File: config.mk
export PLATFORM = sky130hd
export DESIGN_NAME = atlcc_fifo
export DESIGN_NICKNAME = d
export VERILOG_FILES = /design/src/rtl/core/atlcc_pkg.sv /design/src/rtl/core/atlcc_fifo.sv
export VERILOG_INCLUDE_DIRS = /design/src /design/src/rtl/core
export SDC_FILE = /design/constraint.sdc
export NUM_CORES = 1
export LEC_CHECK = 0
export BUFFER_PORTS_ARGS = -buffer_cell sky130_fd_sc_hd__buf_2
export CAP_MARGIN = 20
export CORE_AREA = 2 2 204 206
export CTS_CLUSTER_SIZE = 40
export DETAILED_ROUTE_END_ITERATION = 6
export DIE_AREA = 0 0 206 208
export PLACE_DENSITY = 0.7
export SLEW_MARGIN = 20
export SYNTH_ARGS = -nofsm -noshare
export SYNTH_HDL_FRONTEND = slang
export SYNTH_SLANG_ARGS = --single-unit
File: constraint.sdc
create_clock -name clk -period 5.3 [get_ports clk]
set_clock_uncertainty 0.1 [all_clocks]
set_input_delay 0.53 -clock clk [delete_from_list [all_inputs] [get_ports clk]]
set_output_delay 0.53 -clock clk [all_outputs]
set_load 0.005 [all_outputs]
File: src/rtl/core/adaptive_three_line_chroma_comb_core_macros.svh
// Assertion macros for the adaptive three-line chroma comb core.
// Included by the RTL files that carry assertions; no other dependencies.
`ifndef ADAPTIVE_THREE_LINE_CHROMA_COMB_CORE_MACROS_SVH
`define ADAPTIVE_THREE_LINE_CHROMA_COMB_CORE_MACROS_SVH
`ifndef SYNTHESIS
`define ATLCC_ASSERT(lbl, clk, rst, prop, msg) \
  lbl: assert property (@(posedge clk) disable iff (rst) (prop)) else $error(msg);
`define ATLCC_ASSERT_NEXT(lbl, clk, rst, pre, post, msg) \
  lbl: assert property (@(posedge clk) disable iff (rst) (pre) |=> (post)) else $error(msg);
`else
`define ATLCC_ASSERT(lbl, clk, rst, prop, msg)
`define ATLCC_ASSERT_NEXT(lbl, clk, rst, pre, post, msg)
`endif
`endif

File: src/rtl/core/atlcc_pkg.sv
// Shared constants and types of the adaptive three-line chroma comb core.
// No dependencies.
package atlcc_pkg;

  localparam int LINE_WIDTH = 1024;
  localparam int COL_W      = $clog2(LINE_WIDTH);
  localparam int CFG_COL_W  = 10;
  localparam int CMP_W      = (COL_W > CFG_COL_W) ? COL_W : CFG_COL_W;
  localparam int SAMPLE_W   = 16;
  localparam int CHROMA_W   = 18;
  localparam int KR_W       = 18;
  localparam int CFG_DATA_W = 18;
  localparam int CFG_IDX_W  = 2;
  localparam int TDATA_IN_W  = 16;
  localparam int TDATA_OUT_W = 24;

  localparam logic [CFG_IDX_W-1:0] REG_ACTIVE_START = 2'd0;
  localparam logic [CFG_IDX_W-1:0] REG_ACTIVE_END   = 2'd1;
  localparam logic [CFG_IDX_W-1:0] REG_K_RANGE      = 2'd2;

  localparam logic [CFG_COL_W-1:0] ACTIVE_START_RST = 10'd134;
  localparam logic [CFG_COL_W-1:0] ACTIVE_END_RST   = 10'd894;
  localparam logic [KR_W-1:0]      K_RANGE_RST      = 18'd64440;

  localparam int FIFO_DEPTH = 4;
  localparam int FIFO_AW    = $clog2(FIFO_DEPTH);
  localparam int FIFO_CW    = $clog2(FIFO_DEPTH + 1);

  // divider: quotient bits and operand width
  localparam int Q_W   = 18;
  localparam int DIV_W = 22;
  localparam int QCNT_W = $clog2(Q_W + 1);

  typedef struct packed {
    logic signed [CHROMA_W-1:0] c;
    logic signed [CHROMA_W-1:0] c1;
    logic signed [CHROMA_W-1:0] p;
    logic signed [CHROMA_W-1:0] p1;
    logic signed [CHROMA_W-1:0] n;
    logic signed [CHROMA_W-1:0] n1;
    logic                       last;
  } opnd_t;

endpackage

File: src/rtl/core/atlcc_fifo.sv
// Short operand queue between the line-store front end and the comb back end.
// Depends on atlcc_pkg and the assertion macros.
`include "adaptive_three_line_chroma_comb_core_macros.svh"
module atlcc_fifo import atlcc_pkg::*; (
  input  logic               clk,
  input  logic               rst,
  input  logic               push,
  input  opnd_t              push_data,
  input  logic               pop,
  output opnd_t              pop_data,
  output logic               empty,
  output logic [FIFO_CW-1:0] count
);

  opnd_t              slot [FIFO_DEPTH];
  logic [FIFO_AW-1:0] wptr;
  logic [FIFO_AW-1:0] rptr;
  logic               full;

  assign empty    = (count == '0);
  assign full     = (count == FIFO_CW'(FIFO_DEPTH));
  assign pop_data = slot[rptr];

  always_ff @(posedge clk) begin
    if (push) begin
      slot[wptr] <= push_data;
    end
  end

  always_ff @(posedge clk) begin
    if (rst) begin
      wptr  <= '0;
      rptr  <= '0;
      count <= '0;
    end else begin
      if (push) begin
        wptr <= wptr + 1'b1;
      end
      if (pop) begin
        rptr <= rptr + 1'b1;
      end
      unique case ({push, pop})
        2'b10:   count <= count + 1'b1;
        2'b01:   count <= count - 1'b1;
        default: count <= count;
      endcase
    end
  end

  `ATLCC_ASSERT(a_fifo_no_overflow, clk, rst, !(push && full && !pop), "queue overflow")
  `ATLCC_ASSERT(a_fifo_no_underflow, clk, rst, !(pop && empty), "queue underflow")

endmodule

# After elaboration in Yosys (flattened, before gate mapping)
# Memories as Yosys holds them, arrays and structs flattened. A register that Yosys moved wholly into a read port is not among the register bits.
# Cells that the tools add are included.
classes:
  addsub: 4
  n_eq_ne: 2
  n_mux: 5
  reduce_logical: 2
ops:
  columns: ["operator", "n"]
  rows:
  - ["3-bit one-hot mux with 2 select lines", 1]
  - ["2-bit by 1-bit adder with 2-bit output, second input constant", 2]
  - ["2-bit 2-to-1 mux", 2]
  - ["3-bit by 1-bit adder with 3-bit output, second input constant", 1]
  - ["3-bit zero test", 1]
  - ["3-bit by 1-bit subtractor with 3-bit output, second input constant", 1]
  - ["2-bit by 1-bit equality test with 1-bit output, second input constant", 1]
  - ["2-bit equality test, second input constant", 1]
  - ["1-bit 2-to-1 mux", 2]
  - ["2-bit nonzero test", 1]
word_totals:
  register_bits: 7
  mem_bits_rw: 436
  in_bits: 113
  elab_cells: 17
  mem_count: 1
mem_list:
  columns: ["memory", "words", "word_bits", "read_ports", "rd_ports_with_merged_regs", "write_ports", "line_no", "rtl"]
  rows:
  - ["slot", 4, 109, 1, 1, 1, "atlcc_fifo.sv:15", "opnd_t slot [FIFO_DEPTH];"]

# Depth between registers and ports, before layout
logic_depth:
  depth_word: 3
  depth_mapped: 7
  depth_no_buf: 7

# Least setup slack after synthesis
# No wires, ideal clock.
synth_path:
  path_kind: "reg-to-reg"
  from: "reg wptr[0]"
  to: "mem slot[0][0] (netlist name), enable pin"
  setup_ns: 0.480
  arrival_ns: 3.055
  slack_ns: 1.665
  path_stages_with_launch: 4
  n_path_buf: 0
  synth_period_minus_slack_ns: 3.635
  path_cell_list: "dfxtp_1 -> inv_1 -> ha_1 -> and2_1"
synth_lines:
  columns: ["element", "line_no", "rtl"]
  rows:
  - ["start: declaration", "atlcc_fifo.sv:16", "logic [FIFO_AW-1:0] wptr;"]
  - ["start signal: assignment", "atlcc_fifo.sv:37", "wptr <= wptr + 1'b1;"]
  - ["end: declaration", "atlcc_fifo.sv:15", null]
# No word-level cell before the write port.

==> metrics.md <==
| Metric | Value |
|---|---|
| CP arrival | `2.53 ns` |
| Cell variety after synth | `21` |
| Share of power burned in registers | `0.526` |
| WP data required | `4.67 ns` |
| Total vias in the final route | `7195` |
| Hold WC Path Type | `in -> reg` |
| CP Capture Type | `output port` |
| Yosys Warn Count | `0` |
| Outcome | `finished, final reports clean` |
| GP Congestion | `0.704` |
| Worst flop-to-flop path endpoint | `slot[3][81]` |
| Core area | `40600 um2` |
| Clk_lat worst skew | `0.57 ns` |
| Pint | `6.14 mW` |
| Hold slack | `0.0732 ns` |
| I/O pin count | `226` |
| DP Wirelength | `17.9 mm` |
| Place WS | `2.67 ns` |
| Crit path launch type | `flop` |
| First-pass GRT wire length | `46.5 mm` |
| Layout net count | `988` |
| TNS Setup | `0 ns` |
| Max VDD drop | `0.000274 V` |
| Worst setup slack after layout | `2.14 ns` |
| Switching share of total power | `0.212` |
| Total wire length | `30.7 mm` |
| Pwr per Cell Area | `403 nW/um2` |
| Syn avg cell area | `26.2 um2` |
| CP cell instances | `buf_12 > mux4_2 > buf_2` |
| Starting DRT DRC Count | `410` |
| Drt wl/cell | `21.3 um` |
| Synth-to-Final Area Change | `20.0%` |
| Vias per std cell | `5.01` |
| Synth area leader | `edfxtp_1` |
| Routed Antenna Nets | `0` |
| Max Slew Vio Count | `0` |
| Clock root buffer master | `clkbuf_16` |
| Cells on worst reg2reg path | `3` |
| Share of cells above drive strength 1 | `0.454` |
| Fmax | `316 MHz` |
| Final Cycle Share | `0.597` |
| CTS Sinks | `445` |
| DRT Pass-1 Iters | `4` |
| Leakage power | `6.43 nW` |
| Sequential area share after synthesis | `0.824` |
| Clock transition at the registers of the reported paths | `0.06 ns` |
| Syn_nets | `734` |
| Clock power frac | `0.389` |
| Delay-heaviest family, CP | `buffers and inverters` |
| Max-capacitance violation count | `0` |
| CTS tree | `built` |
| Yosys reg bits | `445` |
| Flop-to-flop setup slack | `3.07 ns` |
| Slew of the pin with the lowest slew margin | `0.843 ns` |
| Synthesized area | `16100 um2` |
| Top cell type's share of synthesized area | `0.813` |
| Combinational share of power | `0.084` |
| Worst rel slew slack | `0.438` |
| Die H | `208 um` |
| Resize count post-CTS | `0` |
| Max incr delay on CP | `0.62 ns` |
| CP max FO | `67` |
| Hold endpoint | `slot[1][84]` |
| All-Layer GR Usage | `0.145` |
| Die width | `206 um` |
| Rows | `74` |
| Initial antenna violation count | `5` |
| Final setup fails | `0` |
| Hold depth | `1` |
| Largest cells by area after synthesis | `edfxtp_1 (81%), mux4_2 (15%), dfxtp_1 (1.1%)` |
| Final hold viol count | `0` |
| CTS H-tree lvls | `2` |
| Clock buffer depth | `3` |
| WP depth | `3` |
| Port Buf Inserts | `225` |
| Fin crit period | `3.16 ns` |
| DR DRC count | `0` |
| Crit Path Class | `reg -> out` |
| Largest net degree at the start of global routing | `74` |
| Initial Util | `0.397` |
| Total gr overflow | `0` |
| Unrepaired setup endpoints after global routing | `no` |
| Mapped Cells | `615` |
| Buf/Inv on CP | `2` |
| Post-CTS Setup Bufs | `0` |
| Slowest-stage cell, CP | `dfxtp_4` |
| Die area | `42800 um2` |
| CTS buffer count | `45` |
| Pwr Total | `7.79 mW` |
| Beginning of the worst hold path | `push_data[84]` |
| Psw | `1.66 mW` |
| Hold_buf cts | `0` |
| Number of global-route vias before repair | `7895` |
| Finished Core Util | `0.477` |
| Worst r2r src | `wptr[0]` |
==> worst max-delay path by stage <==
stage / startpoint / end / slack [ns]
after floorplan: wptr[0] / slot[0][0] / 1.66
after global placement: flop / pop_data[1] / 2.68
after detailed placement: flop / pop_data[2] / 2.67
after CTS: flop / pop_data[2] / 2.03
after global routing: flop / pop_data[52] / 1.94
final: flop / pop_data[37] / 2.14
==> state kept, by name (all words and copies together) (netlist names), named ones only <==
signal and count:
slot 436, count 3, rptr 2, wptr 2
==> logic make-up (layout without fill, tap and decap cells) <==
family / Yosys count / after routing / synth area share
AOI/OAI and AO/OA: 3 / 3 / 0.000932
xor gates and xnor gates: 5 / 5 / 0.00272
adders and majority gates: 6 / 6 / 0.00513
buffers and inverters: 31 / 320 / 0.00994
DFF: 445 / 445 / 0.824
muxes: 110 / 110 / 0.153
other: 0 / 1 / 0
and+or+nand+nor: 15 / 15 / 0.00435
==> cells in the final DEF (no fill, tap or decap), drive strengths merged <==
cell type,Yosys,routed
and2,4,4
buf,15,232
xor2,3,3
mux4,109,109
clkbuf,10,55
dfxtp,9,9
nor3,1,1
mux2i,1,1
fa,1,1
diode,0,1
inv,6,8
xnor2,2,2
ha,5,5
bufinv,0,3
a21oi,2,2
o21ai,1,1
clkinv,0,19
edfxtp,436,436
clkinvlp,0,3
nand2,1,1
or3,1,1
nor2,8,8
==> area by class of cell <==
type | count | area, um2
Antenna cell | 1 | 2.50
Clock buffer | 55 | 1210
Clock inverter | 27 | 218
Fill cell | 3297 | 21200
Inverter | 6 | 22.5
Multi-Input combinational cell | 139 | 2690
Sequential cell | 445 | 13300
Tap cell | 532 | 666
Timing Repair Buffer | 232 | 1250
==> cell usage after synthesis, drive strengths merged <==
cell	number
mux4	109
fa	1
a21oi	2
xor2	3
inv	6
dfxtp	9
clkbuf	10
o21ai	1
nor3	1
edfxtp	436
or3	1
nand2	1
mux2i	1
nor2	8
ha	5
and2	4
xnor2	2
buf	15
==> per-stage QoR <==
| stage | instance area [um2] | cells |
|---|---|---|
| floorplan | 16100 | 615 |
| CTS | 19300 | 1436 |
| global placement | 17900 | 1354 |
| global route | 19300 | 1437 |
| detailed placement | 17900 | 1354 |
| finish | 19300 | 1437 |
==> per-layer routing <==
layer	wire (um)	track usage	part of all wire	vias up
met3	2740	0.0565	0.089	46
met1	12700	0.187	0.41	3760
met4	564	0.0392	0.018	6
met5	36	0	0.0012	-
met2	14600	0.229	0.48	231
li1	-	-	-	3152
==> power groups by stage <==
stage          clock [mW]  sequential [mW]  combinational [mW]
3_3_place_gp            0             4.17               0.667
5_1_grt              3.27             4.12               0.721
2_1_floorplan           0             4.16               0.380
3_5_place_dp            0             4.18               0.676
6_report             3.03             4.10               0.657
4_1_cts              3.13             4.11               0.679
No activity file was read; power rests on OpenSTA's default activity.
